**config.mk**
```make
export PLATFORM = sky130hd
export DESIGN_NAME = timed_input_debouncer
export DESIGN_NICKNAME = d
export VERILOG_FILES = /design/src/rtl/tid_pkg.sv /design/src/rtl/tid_step.sv /design/src/rtl/timed_input_debouncer.sv
export SDC_FILE = /design/constraint.sdc
export NUM_CORES = 1
export LEC_CHECK = 0
export BUFFER_PORTS_ARGS = -buffer_cell sky130_fd_sc_hd__buf_2
export CAP_MARGIN = 30
export CORE_ASPECT_RATIO = 0.8
export CORE_MARGIN = 2
export CORE_UTILIZATION = 41
export CTS_BUF_LIST = sky130_fd_sc_hd__clkbuf_8
export DETAILED_ROUTE_END_ITERATION = 16
export PLACE_DENSITY_LB_ADDON = 0.08
export SYNTH_ARGS = -nofsm -noshare
export SYNTH_HDL_FRONTEND = slang
export SYNTH_SLANG_ARGS = --single-unit
```
**constraint.sdc**
```tcl
create_clock -name clk_i -period 6.2 [get_ports clk_i]
set_input_delay 0 -clock clk_i [delete_from_list [all_inputs] [get_ports clk_i]]
set_output_delay 0 -clock clk_i [all_outputs]
set_load 0.03 [all_outputs]
```
**src/rtl/tid_pkg.sv**
```systemverilog
// ----------------------------------------------------------------------------
// tid_pkg: shared types and constants of the timed input debouncer
// State encoding, result flags of one step and the debounce time reset value.
// ----------------------------------------------------------------------------
package tid_pkg;

  localparam int unsigned TimeW = 32;
  localparam int unsigned CodeW = 3;

  localparam logic [TimeW-1:0] DebounceResetUs = TimeW'(500);

  typedef enum logic [CodeW-1:0] {
    StUnknown      = 3'd0,
    StActivating   = 3'd1,
    StActive       = 3'd2,
    StInactivating = 3'd3,
    StInactive     = 3'd4
  } state_e;

  // Outcome of one debounce step.
  typedef struct packed {
    state_e state;      // state after the step
    logic   load_time;  // a state change happened: store the timestamp
    logic   rose;
    logic   fell;
  } step_t;

endpackage

```
**src/rtl/tid_step.sv**
```systemverilog
// ----------------------------------------------------------------------------
// tid_step: next-state logic of the debounce machine
// One subtract, one compare and the five-state transition table.
// ----------------------------------------------------------------------------
module tid_step (
  input  tid_pkg::state_e                 state_i,
  input  logic [tid_pkg::TimeW-1:0]       change_time_i,
  input  logic [tid_pkg::TimeW-1:0]       debounce_time_i,
  input  logic                            raw_level_i,
  input  logic [tid_pkg::TimeW-1:0]       time_us_i,
  output tid_pkg::step_t                  step_o
);

  logic [tid_pkg::TimeW-1:0] elapsed;
  logic                      settled;

  // Elapsed time wraps modulo 2^32.
  assign elapsed = time_us_i - change_time_i;
  assign settled = elapsed > debounce_time_i;

  always_comb begin
    step_o.state     = state_i;
    step_o.load_time = 1'b0;
    step_o.rose      = 1'b0;
    step_o.fell      = 1'b0;
    case (state_i)
      tid_pkg::StActivating: begin
        if (raw_level_i) begin
          if (settled) begin
            step_o.state     = tid_pkg::StActive;
            step_o.load_time = 1'b1;
            step_o.rose      = 1'b1;
          end
        end else begin
          step_o.state     = tid_pkg::StInactive;
          step_o.load_time = 1'b1;
        end
      end
      tid_pkg::StActive: begin
        if (!raw_level_i) begin
          step_o.state     = tid_pkg::StInactivating;
          step_o.load_time = 1'b1;
        end
      end
      tid_pkg::StInactivating: begin
        if (raw_level_i) begin
          step_o.state     = tid_pkg::StActive;
          step_o.load_time = 1'b1;
        end else if (settled) begin
          step_o.state     = tid_pkg::StInactive;
          step_o.load_time = 1'b1;
          step_o.fell      = 1'b1;
        end
      end
      tid_pkg::StInactive: begin
        if (raw_level_i) begin
          step_o.state     = tid_pkg::StActivating;
          step_o.load_time = 1'b1;
        end
      end
      default: begin
        // Unknown (and any unused code): leave only on a high sample.
        if (raw_level_i) begin
          step_o.state     = tid_pkg::StActivating;
          step_o.load_time = 1'b1;
        end else begin
          step_o.state     = tid_pkg::StUnknown;
        end
      end
    endcase
  end

endmodule

```
**src/rtl/timed_input_debouncer.sv**
```systemverilog
// ----------------------------------------------------------------------------
// timed_input_debouncer: five-state level debouncer on timestamped samples
// Input register, one-step debounce logic, result register.
// ----------------------------------------------------------------------------
// Usage:
//   Input channel (in_valid_i / in_ready_o) carries one raw level sample and
//   its free-running microsecond timestamp per transfer. Output channel
//   (out_valid_o / out_ready_i) returns exactly one result per sample: the
//   debounced level, the state code and one-shot rose / fell flags.
//   Config channel (cfg_valid_i / cfg_ready_o) writes the debounce time in
//   microseconds; it is always ready and should only be used while idle.
// Timing:
//   A sample passes from the input register through the debounce step into
//   the result register, which drives out_valid_o. One sample per cycle is
//   sustained while out_ready_i is high: the debounce step is a 32-bit
//   subtract, a compare and the transition table between the two registers.
// Reset:
//   Both stages empty, machine in the unknown state, debounce time 500 us.
// Stall:
//   When out_ready_i is low the result holds; the input register still takes
//   one more sample, then in_ready_o drops until the result is taken.
// ----------------------------------------------------------------------------
module timed_input_debouncer (
  input  logic                        clk_i,
  input  logic                        rst_ni,
  // configuration
  input  logic                        cfg_valid_i,
  output logic                        cfg_ready_o,
  input  logic [tid_pkg::TimeW-1:0]   cfg_data_i,
  // samples
  input  logic                        in_valid_i,
  output logic                        in_ready_o,
  input  logic                        raw_level_i,
  input  logic [tid_pkg::TimeW-1:0]   time_us_i,
  // results
  output logic                        out_valid_o,
  input  logic                        out_ready_i,
  output logic                        is_active_o,
  output logic [tid_pkg::CodeW-1:0]   state_code_o,
  output logic                        rose_o,
  output logic                        fell_o
);

  // Debounce time register
  logic [tid_pkg::TimeW-1:0] debounce_q;

  // Input register stage
  logic                      in_vld_q;
  logic                      raw_q;
  logic [tid_pkg::TimeW-1:0] time_q;

  // Machine state
  tid_pkg::state_e           state_q;
  logic [tid_pkg::TimeW-1:0] change_time_q;   // no reset: read only after write

  // Result register stage
  logic                      out_vld_q;
  logic                      active_q;
  logic [tid_pkg::CodeW-1:0] code_q;
  logic                      rose_q;
  logic                      fell_q;

  logic                      out_free;
  logic                      advance;
  tid_pkg::step_t            step;

  // Result slot is free when empty or being drained this cycle.
  assign out_free   = !out_vld_q || out_ready_i;
  // Input register item moves into the result register (state commits here).
  assign advance    = in_vld_q && out_free;
  assign in_ready_o = !in_vld_q || out_free;
  assign cfg_ready_o = 1'b1;

  always_ff @(posedge clk_i or negedge rst_ni) begin
    if (!rst_ni) begin
      debounce_q <= tid_pkg::DebounceResetUs;
    end else if (cfg_valid_i) begin
      debounce_q <= cfg_data_i;
    end
  end

  // Input register
  always_ff @(posedge clk_i or negedge rst_ni) begin
    if (!rst_ni) begin
      in_vld_q <= 1'b0;
    end else if (in_ready_o) begin
      in_vld_q <= in_valid_i;
    end
  end

  always_ff @(posedge clk_i) begin
    if (in_valid_i && in_ready_o) begin
      raw_q  <= raw_level_i;
      time_q <= time_us_i;
    end
  end

  tid_step u_step (
    .state_i         (state_q),
    .change_time_i   (change_time_q),
    .debounce_time_i (debounce_q),
    .raw_level_i     (raw_q),
    .time_us_i       (time_q),
    .step_o          (step)
  );

  // State register
  always_ff @(posedge clk_i or negedge rst_ni) begin
    if (!rst_ni) begin
      state_q <= tid_pkg::StUnknown;
    end else if (advance) begin
      state_q <= step.state;
    end
  end

  always_ff @(posedge clk_i) begin
    if (advance && step.load_time) begin
      change_time_q <= time_q;
    end
  end

  // Result register
  always_ff @(posedge clk_i or negedge rst_ni) begin
    if (!rst_ni) begin
      out_vld_q <= 1'b0;
    end else if (out_free) begin
      out_vld_q <= in_vld_q;
    end
  end

  always_ff @(posedge clk_i) begin
    if (advance) begin
      active_q <= (step.state == tid_pkg::StActive) ||
                  (step.state == tid_pkg::StInactivating);
      code_q   <= step.state;
      rose_q   <= step.rose;
      fell_q   <= step.fell;
    end
  end

  assign out_valid_o  = out_vld_q;
  assign is_active_o  = active_q;
  assign state_code_o = code_q;
  assign rose_o       = rose_q;
  assign fell_o       = fell_q;

`ifndef NO_ASSERTIONS
  // Machine state only moves when an item passes into the result register.
  a_state_hold: assert property (@(posedge clk_i) disable iff (!rst_ni)
    !advance |=> $stable(state_q))
    else $error("state changed without an item");

  // A result never carries both events.
  a_one_event: assert property (@(posedge clk_i) disable iff (!rst_ni)
    out_vld_q |-> !(rose_q && fell_q))
    else $error("rose and fell together");

  // A rise lands in active, a fall in inactive.
  a_event_state: assert property (@(posedge clk_i) disable iff (!rst_ni)
    out_vld_q && (rose_q || fell_q) |->
      (rose_q && code_q == tid_pkg::StActive) ||
      (fell_q && code_q == tid_pkg::StInactive))
    else $error("event with wrong state");

  // Reported result state matches the committed state when nothing is pending.
  a_code_match: assert property (@(posedge clk_i) disable iff (!rst_ni)
    out_vld_q && !in_vld_q |-> code_q == state_q)
    else $error("result state differs from machine state");
`endif

endmodule

```
# ---- Word level (Yosys, flattened, before mapping)
# Cells that the tools add are included.
# W data, S select, Z words.
dict set report word_totals {
  rom_bits 0
  latchBits 0
  regBits 108
  ram_bits 0
  input_bits 70
  out_inout_bits 9
  memories 0
  word_cells 40
}
dict set report op_classes {
  muxes 10
  n_reduce_logical 10
  bitwise_logic 1
  n_mul 0
  n_addsub 1
  n_shift 0
  div_mod_pow 0
  eq_ne 6
  n_lt_le_gt_ge 1
}
# operator n
set ops {}
lappend ops {{$gt A32 B32 Y1} 1}
lappend ops {{$sub A32 B32 Y32} 1}
lappend ops {{$mux W4} 5}
lappend ops {{$pmux W4 S4} 1}
lappend ops {{$eq A3 B2 Y1 const B} 4}
lappend ops {{$mux W5} 1}
lappend ops {{$eq A3 B1 Y1 const B} 1}
lappend ops {{$eq A3 B3 Y1 const B} 1}
lappend ops {{$logic_and A1 B1 Y1} 3}
lappend ops {{$logic_or A1 B1 Y1} 3}
lappend ops {{$mux W1} 3}
lappend ops {{$logic_not A1 Y1} 2}
lappend ops {{$reduce_and A2 Y1} 1}
lappend ops {{$reduce_or A2 Y1} 1}
lappend ops {{$not A1 Y1} 1}

# ---- Depth between registers and ports, before layout
# Gate-level depths: netlist of run 1.
dict set report depth {
  ltp_word 7
  depth_mapped 21
}

# ---- By module
# From an unflattened synthesis of run 1, not the netlist that was laid out.
dict set report unflattened {
  cells_unflattened 585
  area_unflattened_um2 6650.1
}
# mod cells_per_inst seq_area_each_um2 area_per_inst_um2 instances
set modules_own_cells {}
lappend modules_own_cells {timed_input_debouncer 158 3065.4 3712.3 1}
lappend modules_own_cells {tid_step 427 0.0 2937.8 1}

# ---- Least setup slack after synthesis of run 1
# OpenSTA, ideal clock, no wires.
dict set report synth_timing {
  kind {register to register}
  start {reg time_q[0] in the netlist's numbering}
  end {reg change_time_q[0] in the netlist's numbering, enable pin}
  t_arrival_ps 4818
  path_slack_ps 961
  period_less_slack_ps 5239
  stages_incl_launch_ff 21
  cell_sequence {edfxtp_1 inv_1 ha_1 inv_1 fa_1 a211oi_2 o21ai_1 a32oi_2 nand2b_1 a21oi_2 o31ai_1 a311oi_2 xnor2_1 ha_1 nand4_1 nor3_1 o31a_1 o41ai_2 a31oi_4 a21oi_1 nor2_1}
}
dict set report synth_between {
  elab_chain_len 6
}
# item line
set synth_rtl {}
lappend synth_rtl {{start, declared} timed_input_debouncer.sv:50} ;# logic [tid_pkg::TimeW-1:0] time_q;
lappend synth_rtl {{start signal, assigned} timed_input_debouncer.sv:94} ;# time_q <= time_us_i;
lappend synth_rtl {{$sub A32 B32 Y32 *} tid_step.sv:18} ;# assign elapsed = time_us_i - change_time_i;
lappend synth_rtl {{$gt A32 B32 Y1 *} tid_step.sv:19} ;# assign settled = elapsed > debounce_time_i;
lappend synth_rtl {{$mux W4 or $mux W5 (tied branches)} {tid_step.sv:49, tid_step.sv:29}}
lappend synth_rtl {{$mux W4, on equally long branches} {tid_step.sv:46, tid_step.sv:28}}
lappend synth_rtl {{$pmux W4 S4 *} tid_step.sv:26} ;# case (state_i)
lappend synth_rtl {{$logic_and A1 B1 Y1 *} timed_input_debouncer.sv:117} ;# if (advance && step.load_time) begin
lappend synth_rtl {{end signal, assigned} timed_input_debouncer.sv:118} ;# change_time_q <= time_q;
lappend synth_rtl {{end, declared} timed_input_debouncer.sv:54} ;# logic [tid_pkg::TimeW-1:0] change_time_q;
# Every way passes the cells marked *; elsewhere a longest branch is shown, timed or not.
# A chain may end at the register's enable or synchronous reset.

# ---- Worst setup path in the final report of run 1
dict set report layout_timing {
  start {reg time_q[0] in the netlist's numbering}
  end {reg change_time_q[29] in the netlist's numbering, enable pin}
}
# Same word-level chain as after synthesis.

==> results of run 1 <==
layer usage:
layer | global-route usage | up-vias | wire, um | part of all wire
met4 | 0.0480 | 0 | 48 | 0.0036
met3 | 0.0365 | 4 | 397 | 0.030
met1 | 0.256 | 2106 | 6900 | 0.52
li1 | - | 2336 | - | -
met5 | 0 | - | 0 | 0
met2 | 0.267 | 72 | 5890 | 0.44
power by group through the flow:
stage / clock network, uW / registers [uW] / logic, uW
finish: 381 / 949 / 1020
floorplan: 0 / 973 / 736
detailed placement: 0 / 964 / 987
global route: 429 / 961 / 1170
CTS: 400 / 949 / 1030
global placement: 0 / 961 / 972
layout make-up:
| type | count | area share |
|---|---|---|
| Clock buffer | 9 | 0.0163 |
| Sequential cell | 108 | 0.403 |
| Tap cell | 189 | 0.0311 |
| Inverter | 74 | 0.0366 |
| Timing Repair Buffer | 148 | 0.145 |
| Multi-Input combinational cell | 385 | 0.363 |
| Clock inverter | 7 | 0.00478 |
cells in the final DEF, fill, tap and decap left out, drive strengths merged, types with 2 or more instances in the layout:
cell / netlist / routed
o2111ai: 2 / 2
clkbuf: 9 / 9
and4: 3 / 3
o21bai: 3 / 3
nor2b: 9 / 9
o41ai: 2 / 2
dlygate4sd3: 0 / 69
buf: 4 / 79
a311oi: 2 / 2
a211oi: 5 / 5
xnor2: 21 / 21
o31a: 2 / 2
clkinv: 0 / 2
and3: 8 / 8
or2: 2 / 2
o31ai: 4 / 4
or3: 2 / 2
a32oi: 2 / 2
ha: 63 / 63
nor3: 11 / 11
o211ai: 3 / 3
and2: 3 / 3
nand4: 5 / 5
a31oi: 4 / 4
o21ai: 50 / 50
dfrtp: 31 / 31
nand2b: 6 / 6
o21a: 5 / 5
dfstp: 6 / 6
nand2: 54 / 54
nand3: 13 / 13
edfxtp: 71 / 71
a21o: 8 / 8
a21oi: 47 / 47
xor2: 7 / 7
mux2: 2 / 2
nor2: 27 / 27
inv: 74 / 78
how the worst max path moves through the flow:
stage | cells past startpoint | end | from | slack (ns)
after floorplan | 20 | change_time_q[0]$_DFFE_PP_ | time_q[0]$_DFFE_PP_ | 0.96
after global placement | 21 | change_time_q[29]$_DFFE_PP_ | time_q[0]$_DFFE_PP_ | 1.32
after detailed placement | 21 | change_time_q[29]$_DFFE_PP_ | time_q[0]$_DFFE_PP_ | 1.17
after CTS | 21 | change_time_q[29]$_DFFE_PP_ | time_q[0]$_DFFE_PP_ | 1.09
after global routing | 21 | change_time_q[29]$_DFFE_PP_ | time_q[0]$_DFFE_PP_ | 0.58
final | 21 | change_time_q[29]$_DFFE_PP_ | time_q[0]$_DFFE_PP_ | 1.15
registers in the layout, summed over array words and instances, names as in the netlist:
| signal | flops |
|---|---|
| change_time_q | 32 |
| debounce_q | 32 |
| time_q | 32 |
| state_code_o | 3 |
| state_q | 3 |
| fell_o | 1 |
| in_vld_q | 1 |
| is_active_o | 1 |
| out_valid_o | 1 |
| raw_q | 1 |
| rose_o | 1 |
worst max-delay path: stages, from the launching register on:
cell and delay (ns):
edfxtp_1 0.40, inv_1 0.07, ha_1 0.15, inv_1 0.05
fa_1 0.42, a211oi_2 0.21, o21ai_1 0.13, a32oi_2 0.27
nand2b_1 0.10, a21oi_2 0.18, o31ai_1 0.13, a311oi_2 0.31
xnor2_1 0.11, ha_1 0.28, nand4_1 0.14, nor3_1 0.28
o31a_1 0.20, o41ai_2 0.08, a31oi_4 0.30, a21oi_1 0.08
nor2_2 0.56, buf_12 0.26
per-stage QoR:
| step | instances | power (uW) | utilization | cell area [um2] |
|---|---|---|---|---|
| floorplan | 580 | 1710 | - | 6160 |
| global placement | 835 | 1930 | 0.454 | 6750 |
| detailed placement | 835 | 1950 | 0.454 | 6750 |
| CTS | 920 | 2380 | 0.511 | 7600 |
| global route | 920 | 2560 | 0.511 | 7600 |
| finish | 920 | 2350 | 0.511 | 7600 |
cells by family (layout without fill, tap and decap cells):
group | count (synthesis) | in the layout | synth area share
buf+inv | 87 | 238 | 0.0553
simple gates | 145 | 145 | 0.116
flops | 108 | 108 | 0.498
xor+xnor | 28 | 28 | 0.0398
other cells | 1 | 1 | 0.000609
fa+ha+maj | 64 | 64 | 0.131
mux | 2 | 2 | 0.00366
compound gates | 145 | 145 | 0.156
Yosys cell counts (2+ instances only):
cell type / n
or3_1: 2
o21bai_1: 3
edfxtp_1: 71
nor2b_1: 7
o21ai_0: 40
buf_2: 2
nor2_1: 27
a21oi_1: 45
a31oi_1: 3
clkbuf_1: 9
dfstp_2: 6
o211ai_1: 2
dfrtp_1: 31
o21a_1: 5
and3_2: 2
nand3_2: 2
nand2b_1: 6
and2_1: 2
a311oi_2: 2
and4_1: 3
mux2_2: 2
nand3_1: 11
a21oi_2: 2
nand4_1: 5
xnor2_1: 21
and3_1: 6
o31ai_1: 3
a211oi_2: 3
o41ai_2: 2
o31a_1: 2
o2111ai_1: 2
nor3_1: 10
ha_1: 63
a211oi_1: 2
o21ai_1: 9
inv_1: 74
nand2_1: 54
a21o_1: 7
xor2_1: 7
==> run_results.csv, run 1 <==
group,metric,value,unit
cts,cts_buffers,9,
min_path,hold_depth,3,
cts,cts_resized,0,
timing,whs,0.248,ns
synth,netlist.top_cell.by_area,"edfxtp_1",
synth,async_flop_share,0.343,
synth,synth_edf_count,71,
synth,synth_seq_cells,108,
drt,avgViaCountPerCell,4.91,
cts,postCtsHoldBufs,69,
worst_setup_path,crit_arrival,5.14,ns
cts,post_cts_buffers,0,
grt,grt_overflow,0,
timing,setup_violations,0,
min_path,worstHoldStart,"cfg_valid_i",
cts,cts_num_sinks,108,
final_layout,multi_input_area,0.00276,mm2
timing,drv_slew,0,
die,fp.dieW,141,um
cts,cts_root_buf,"clkbuf_8",
synth,syn_avg_cell_area,10.6,um2
pwr,power.share.switching,0.371,
synth,yosysSeqAreaShare,0.498,
placed_design,portBuffers,77,
worst_setup_path,setup.worst_path.end_class,"flop",
timing,period_minus_slack,5.05,ns
timing,rsz0062_at_grt,"false",
pwr,ir_drop,0.000179,V
worst_setup_path,worstReg2RegEnd,"change_time_q[29]$_DFFE_PP_",
cts,tritoncts,"yes",
synth,synth_area,0.00616,mm2
run,cap_viol_max_count,0,
drt,drtAntennaViolNets,0,
timing,tightest_slew,0.964,ns
pwr,pwr-share-seq,0.404,
cts,clk_latency,0.39,ns
final_layout,fillers,1370,
synth,yosysUniqueCellTypes,64,
synth,syn-num-nets,714,
timing,setup_ws,1.15,ns
drt,num_vias,4518,
final_layout,area_growth,23.4,%
die,die_h,114,um
synth,netlist.area_leader.share,0.346,
final_layout,drive_gt1_frac,0.171,
grt,antenna_found_initial,0,
min_path,hp-class,"input pin to flop",
min_path,hold-path-endpoint,"debounce_q[4]$_DFFE_PN1P_",
die,dieArea,0.0160,mm2
pwr,power_frac_clock,0.162,
placed_design,dp_hpwl,9590,um
die,core_area,0.0149,mm2
synth,synthFlopType,"edfxtp_1",
worst_setup_path,worst-setup-path-type,"flop to flop",
grt,grt_max_degree,64,
worst_setup_path,reg2reg_slack,1.15,ns
die,core.rowCount,40,
die,start_util,0.414,
worst_setup_path,rr_startpoint,"time_q[0]$_DFFE_PP_",
timing,clock_skew,0.0101,ns
placed_design,place.gp.congestion,0.822,
final_layout,nNetsFinal,860,
pwr,power_density,309,mW/mm2
grt,grt_pass1_vias,4460,
cts,cts.clk_slew.worst_paths,0.10,ns
drt,dr.pass1.iters,4,
grt,grt_first_pass_wirelength,21900,um
cts,cts-htree-levels,3,
worst_setup_path,required,6.29,ns
drt,wl_per_cell,14.4,um
timing,finalSetupTns,0,ns
synth,ys_warn_count,0,
cts,cts_max_path_buffers,2,
synth,synth_cells,580,
timing,relSlewSlack,0.357,
synth,synth_area_leaders,"edfxtp_1, ha_1, dfrtp_1",
pwr,p_comb_frac,0.435,
outcome,outcome,"finished clean",
die,ioPinCount,79,
worst_setup_path,startpoint_type,"flop",
final_layout,num_antenna_cells,0,
drt,first_iter_violations,233,
worst_setup_path,cp_max_fo,21,
timing,min_period_over_period,0.814,
timing,fmax,198,MHz
final_layout,layout.area.seq,0.00307,mm2
drt,wl,13200,um
placed_design,pre_cts_slack,1.17,ns
pwr,netSwitchingPower,872,uW
drt,route.detailed.drc,0,
pwr,p_int,1480,uW
worst_setup_path,ff2ff_path_depth,21,
timing,hold_viol,0,
grt,grt_use_total,0.175,
pwr,leakage,0.00335,uW
Power figures use the tool's default switching activity.
==> run 2: changes to the inputs <==
Clock period 6.2 ns to 4.2 ns, I/O delays scaled along.
==> run 2 against run 1 <==
The flow now finishes with violations (negative setup slack). Cell count grew 8.9%. First-iteration DRC count shrank 5.6%. Power grew 69%. Combinational power grew 88%. Non-clock buffer count grew 81. Register-to-register slack lost 1.3 ns. Routed wire length grew 10%. Final area grew 11%. Critical endpoint is now change_time_q[21]$_DFFE_PP_. Largest power group unchanged.
==> run_results.csv, run 2 (synthesis results as in run 1) <==
group,metric,value,unit
outcome,outcome,"complete, but fails checks",
outcome,violations,"negative setup slack",
timing,drv_slew,0,
timing,period_minus_slack,4.36,ns
worst_setup_path,cpMaxStageDelayCell,"edfxtp_1",
min_path,worstHoldStart,"cfg_valid_i",
pwr,p_int,2570,uW
die,dieArea,0.0160,mm2
worst_setup_path,startpoint_type,"flop",
cts,cts.clk_slew.worst_paths,0.09,ns
grt,grt_use_total,0.194,
grt,grt_first_pass_wirelength,24200,um
grt,grt_overflow,0,
drt,avgViaCountPerCell,4.87,
placed_design,dpl_cell_area,0.00727,mm2
timing,hold_viol,0,
pwr,power_density,473,mW/mm2
worst_setup_path,worst-setup-path-type,"flop to flop",
timing,relSlewSlack,0.369,
final_layout,nNetsFinal,942,
cts,cts_max_path_buffers,2,
placed_design,portBuffers,77,
cts,cts_buffers,9,
worst_setup_path,path_cells,"inv_1 > ha_2 > inv_2 > fa_2 > a211oi_2 > o21ai_2 > a32oi_2 > o21ai_2 > a22o_1 > a21oi_2 > buf_4 > xnor2_2 > ha_1 > nand4_1 > nor3_2 > o31a_1 > o41ai_4 > a31oi_4 > a21oi_4 > nor2_4 > buf_12",
worst_setup_path,crit_arrival,4.46,ns
drt,drtAntennaViolNets,0,
pwr,pwr-share-seq,0.352,
worst_setup_path,required,4.30,ns
drt,route.detailed.drc,0,
timing,rsz0062_at_grt,"true",
worst_setup_path,crit_top_cell,"o21ai_2",
placed_design,place.gp.congestion,0.833,
final_layout,reg.largest.list,"change_time_q (32), debounce_q (32), time_q (32)",
final_layout,area_growth,36.4,%
final_layout,drive_gt1_frac,0.276,
final_layout,final_cell_mix,"buf_4, buf_2, inv_1, edfxtp_1, dlygate4sd3_1",
worst_setup_path,cp_max_fo,9,
grt,antenna_found_initial,0,
cts,cts_num_sinks,108,
pwr,netSwitchingPower,1400,uW
die,die_h,114,um
final_layout,fillers,1289,
final_layout,stdcell_area,0.00840,mm2
drt,first_iter_violations,220,
die,core.rowCount,40,
die,fp.dieW,141,um
grt,grt_max_degree,64,
drt,dr.pass1.iters,6,
drt,num_vias,4877,
timing,clock_skew,0.00835,ns
worst_setup_path,critPathBufInv,4,
die,core_area,0.0149,mm2
worst_setup_path,rr_startpoint,"time_q[0]$_DFFE_PP_",
final_layout,final_util,0.565,
die,start_util,0.414,
timing,fmax,229,MHz
pwr,leakage,0.00380,uW
drt,wl_per_cell,14.6,um
timing,setup_violations,40,
pwr,power_frac_clock,0.165,
timing,setup_ws,-0.159,ns
pwr,ir_drop,0.000247,V
run,cap_viol_max_count,0,
cts,clk_latency,0.38,ns
final_layout,num_antenna_cells,0,
worst_setup_path,path_delay_family,"compound AO/OA/AOI/OAI gates",
timing,finalSetupTns,-4.89,ns
grt,grt_pass1_vias,5019,
placed_design,dp_hpwl,10300,um
drt,wl,14600,um
timing,tightest_slew,0.947,ns
cts,tritoncts,"yes",
cts,cts-htree-levels,3,
cts,cts_root_buf,"clkbuf_8",
pwr,p_comb_frac,0.483,
pwr,power.share.switching,0.353,
worst_setup_path,startpoint,"time_q[0]$_DFFE_PP_",
min_path,hp-class,"input pin to flop",
worst_setup_path,setup.worst_path.end_class,"flop",
worst_setup_path,cpPeakStageDelay,0.41,ns
die,ioPinCount,79,
final_layout,final_common_cell,"buf_4",
timing,min_period_over_period,1.04,
==> run 2: cell types whose count changed in the layout (fill, tap and decap cells not counted), moves of 2 or more <==
cell      change
buf_4        +77
a21oi_1       -4
a21oi_2       +3
buf_6         +3
clkbuf_8      +3
ha_1          -2
nor2_4        +2
nor3_1        -2
nor3_2        +2
o21ai_2       +2
==> run 2: worst register-to-register path: cells and delay by family (launching register included) <==
kind	cells	cell delay, ns
compound gates	10	1.79
xor+xnor	1	0.06
fa+ha+maj	3	0.83
buf+inv	4	0.41
flops	1	0.41
simple gates	3	0.57
==> run 2: final timing paths <==
kind                                                to  slack [ns]  depth (start not counted)
setup / recovery           change_time_q[21]$_DFFE_PP_       -0.16                         21
hold / removal               debounce_q[7]$_DFFE_PN1P_        0.25                          3
setup reg to reg           change_time_q[21]$_DFFE_PP_       -0.16                         21
hold reg to reg            change_time_q[20]$_DFFE_PP_        0.46                          0
max in group asynchronous       state_q[2]$_DFFE_PN0P_        3.34                          2
min in group asynchronous   debounce_q[14]$_DFFE_PN0P_        0.29                          2
==> run 2: through the flow <==
stage                     instances  total power, uW  hold WS, ns  setup WS [ns]
after CTS                       999             3990        0.216         -0.154
after global routing           1002             4290        0.291         -0.449
after detailed placement        904             3120        0.178         -0.602
after floorplan                 580             2530       -0.296         0.0260
after global placement          904             3090        0.171         -0.548
final                          1002             3970        0.249         -0.159
==> run 2: final cells by class <==
cell class / instances / area, um2 / share of cell area
Timing Repair Buffer: 229 / 1740 / 0.207
Clock inverter: 4 / 41.3 / 0.00492
Tap cell: 189 / 236 / 0.0282
Sequential cell: 108 / 3070 / 0.365
Multi-Input combinational cell: 386 / 2880 / 0.343
Inverter: 74 / 278 / 0.0331
Clock buffer: 12 / 165 / 0.0197
==> run 2: timing repair <==
action                                 4_1_cts  5_1_grt
pin swaps                                    4        8
endpoints found under the hold margin       98        0
resized for setup                           20        4
buffers inserted                             9        3
setup endpoints to repair                   41       41
hold buffers                                69        0
gates cloned                                 1        0
==> run 2: power by group through the flow <==
stage / registers (uW) / clock network, uW / logic, uW
floorplan: 1430 / 0 / 1100
global placement: 1420 / 0 / 1670
detailed placement: 1420 / 0 / 1700
CTS: 1400 / 684 / 1900
global route: 1420 / 727 / 2150
finish: 1400 / 655 / 1920
==> run 2: per-layer routing <==
metal | wire (um) | vias up | part of all wire | GRT usage
met5 | 0 | - | 0 | 0
met4 | 297 | 0 | 0.020 | 0.0660
met3 | 574 | 21 | 0.039 | 0.0369
met2 | 6410 | 106 | 0.44 | 0.308
met1 | 7330 | 2251 | 0.50 | 0.268
li1 | - | 2499 | - | -
==> run 3: changes to the inputs <==
Clock period 4.2 ns to 5.3 ns, I/O delays scaled along.
==> run 3 against run 2 <==
The flow now finishes without violations. Non-clock buffer count is 80 lower. Register-to-register slack better by 0.73 ns. Cell count is 8.2% lower. Worst hold slack improved by 0.019 ns. Global-route usage fell by 1.9 points. Via count fell by 7.1%. Clock skew rose by 0.0048 ns. Critical path depth is the same. Final area is 9.1% lower. Setup slack improved by 0.73 ns. Critical path type unchanged. Largest cell class unchanged.
==> run_results.csv, run 3 (synthesis results as in run 1) <==
group,metric,value,unit
outcome,outcome,"finished clean",
pwr,leakage,0.00336,uW
final_layout,drive_gt1_frac,0.175,
final_layout,final_util,0.514,
drt,route.detailed.drc,0,
pwr,power_density,370,mW/mm2
final_layout,area_growth,24.0,%
die,core_area,0.0149,mm2
drt,dr.pass1.iters,4,
cts,post_cts_buffers,0,
cts,clk_latency,0.38,ns
grt,grt_max_degree,64,
final_layout,nNetsFinal,861,
timing,period_minus_slack,4.73,ns
placed_design,dp_hpwl,9400,um
cts,postCtsHoldBufs,69,
final_layout,final_cell_mix,"buf_2, inv_1, edfxtp_1, dlygate4sd3_1, ha_1",
timing,relSlewSlack,0.344,
cts,cts_root_buf,"clkbuf_8",
cts,cts_buffers,9,
final_layout,multi_input_area,0.00276,mm2
timing,rsz0062_at_grt,"false",
drt,first_iter_violations,222,
cts,cts_max_path_buffers,2,
drt,wl_per_cell,14.3,um
min_path,hp-class,"input pin to async pin",
worst_setup_path,required,5.36,ns
placed_design,portBuffers,77,
die,fp.dieW,141,um
cts,cts-htree-levels,3,
drt,wl,13200,um
timing,finalSetupTns,0,ns
final_layout,reg.largest.list,"change_time_q (32), debounce_q (32), time_q (32)",
cts,cts_resized,0,
timing,tightest_slew,0.983,ns
timing,setup_violations,0,
grt,grt_pass1_vias,4588,
worst_setup_path,setup.worst_path.end_class,"flop",
worst_setup_path,crit_arrival,4.79,ns
drt,drtAntennaViolNets,0,
grt,antenna_found_initial,0,
grt,grt_overflow,0,
die,die_h,114,um
drt,avgViaCountPerCell,4.92,
timing,fmax,211,MHz
die,dieArea,0.0160,mm2
timing,hold_viol,0,
final_layout,num_antenna_cells,0,
timing,clock_skew,0.0131,ns
final_layout,final_common_cell,"buf_2",
grt,grt_use_total,0.175,
timing,min_period_over_period,0.892,
run,cap_viol_max_count,0,
cts,cts_num_sinks,108,
cts,tritoncts,"yes",
worst_setup_path,startpoint_type,"flop",
final_layout,fillers,1329,
die,ioPinCount,79,
worst_setup_path,cp_max_fo,21,
die,start_util,0.414,
cts,cts.clk_slew.worst_paths,0.10,ns
timing,drv_slew,0,
die,core.rowCount,40,
grt,grt_first_pass_wirelength,22100,um
pwr,ir_drop,0.000186,V
drt,num_vias,4529,
placed_design,place.gp.congestion,0.837,
worst_setup_path,worst-setup-path-type,"flop to flop",
final_layout,layout.area.seq,0.00307,mm2
[run 3: cell count changes in the layout (fill, tap and decap cells not counted), sizes merged]
cell      delta
buf         -80
clkinv       +2
nor2         -1
bufinv       +1
clkbuf       -3
clkinvlp     +1
inv          -2
[run 3: worst max-delay path, stage by stage, from the launching register on]
cell	delay (ns)
edfxtp_1	0.41
inv_1	0.08
ha_1	0.16
inv_1	0.05
fa_1	0.43
a211oi_2	0.21
o21ai_1	0.13
a32oi_2	0.27
nand2b_1	0.12
a21oi_2	0.19
o31ai_1	0.13
a311oi_2	0.30
xnor2_1	0.11
ha_1	0.28
nand4_1	0.14
nor3_1	0.28
o31a_1	0.21
o41ai_2	0.09
a31oi_4	0.30
a21oi_1	0.08
nor2_2	0.14
buf_4	0.29
[run 3: report_power, final]
group | internal (uW) | switching, uW
Clock | 260 | 277
Sequential | 1050 | 55.3
Combinational | 507 | 674
Total | 1820 | 1010
[run 3: layer usage]
layer,share of wire,GRT usage,up-vias
met1,0.51,0.244,2099
met5,0,0,-
met2,0.44,0.278,82
met3,0.030,0.0357,15
met4,0.015,0.0493,0
li1,-,-,2333
[run 3: worst paths after layout]
path | startpoint | to | slack (ns) | cells past startpoint
min reg2reg | time_q[8]$_DFFE_PP_ | change_time_q[8]$_DFFE_PP_ | 0.47 | 0
min in group clk_i | cfg_valid_i | debounce_q[8]$_DFFE_PN1P_ | 0.27 | 3
max in group asynchronous | rst_ni | debounce_q[15]$_DFFE_PN0P_ | 4.47 | 2
max | time_q[0]$_DFFE_PP_ | change_time_q[11]$_DFFE_PP_ | 0.57 | 21
max reg2reg | time_q[0]$_DFFE_PP_ | change_time_q[11]$_DFFE_PP_ | 0.57 | 21
min | rst_ni | in_vld_q$_DFFE_PN0N_ | 0.27 | 2
[run 3: area by class of cell]
class                   instances  share of cell area
well taps                     189              0.0310
inverters                      74              0.0364
flip-flops and latches        108               0.401
repair buffers                149               0.144
clock inverters                 6              0.0106
clock buffers                   9              0.0162
multi-input cells             385               0.361
[run 3: metrics by stage]
step	power [uW]	instance area [um2]	std cells	hold WS, ns	worst slack, ns
floorplan	2000	6160	580	-0.296	0.0611
global placement	2260	6740	836	0.166	0.793
detailed placement	2270	6740	836	0.178	0.585
CTS	2860	7640	920	0.245	0.557
global route	3070	7640	920	0.300	0.101
finish	2830	7640	920	0.268	0.571
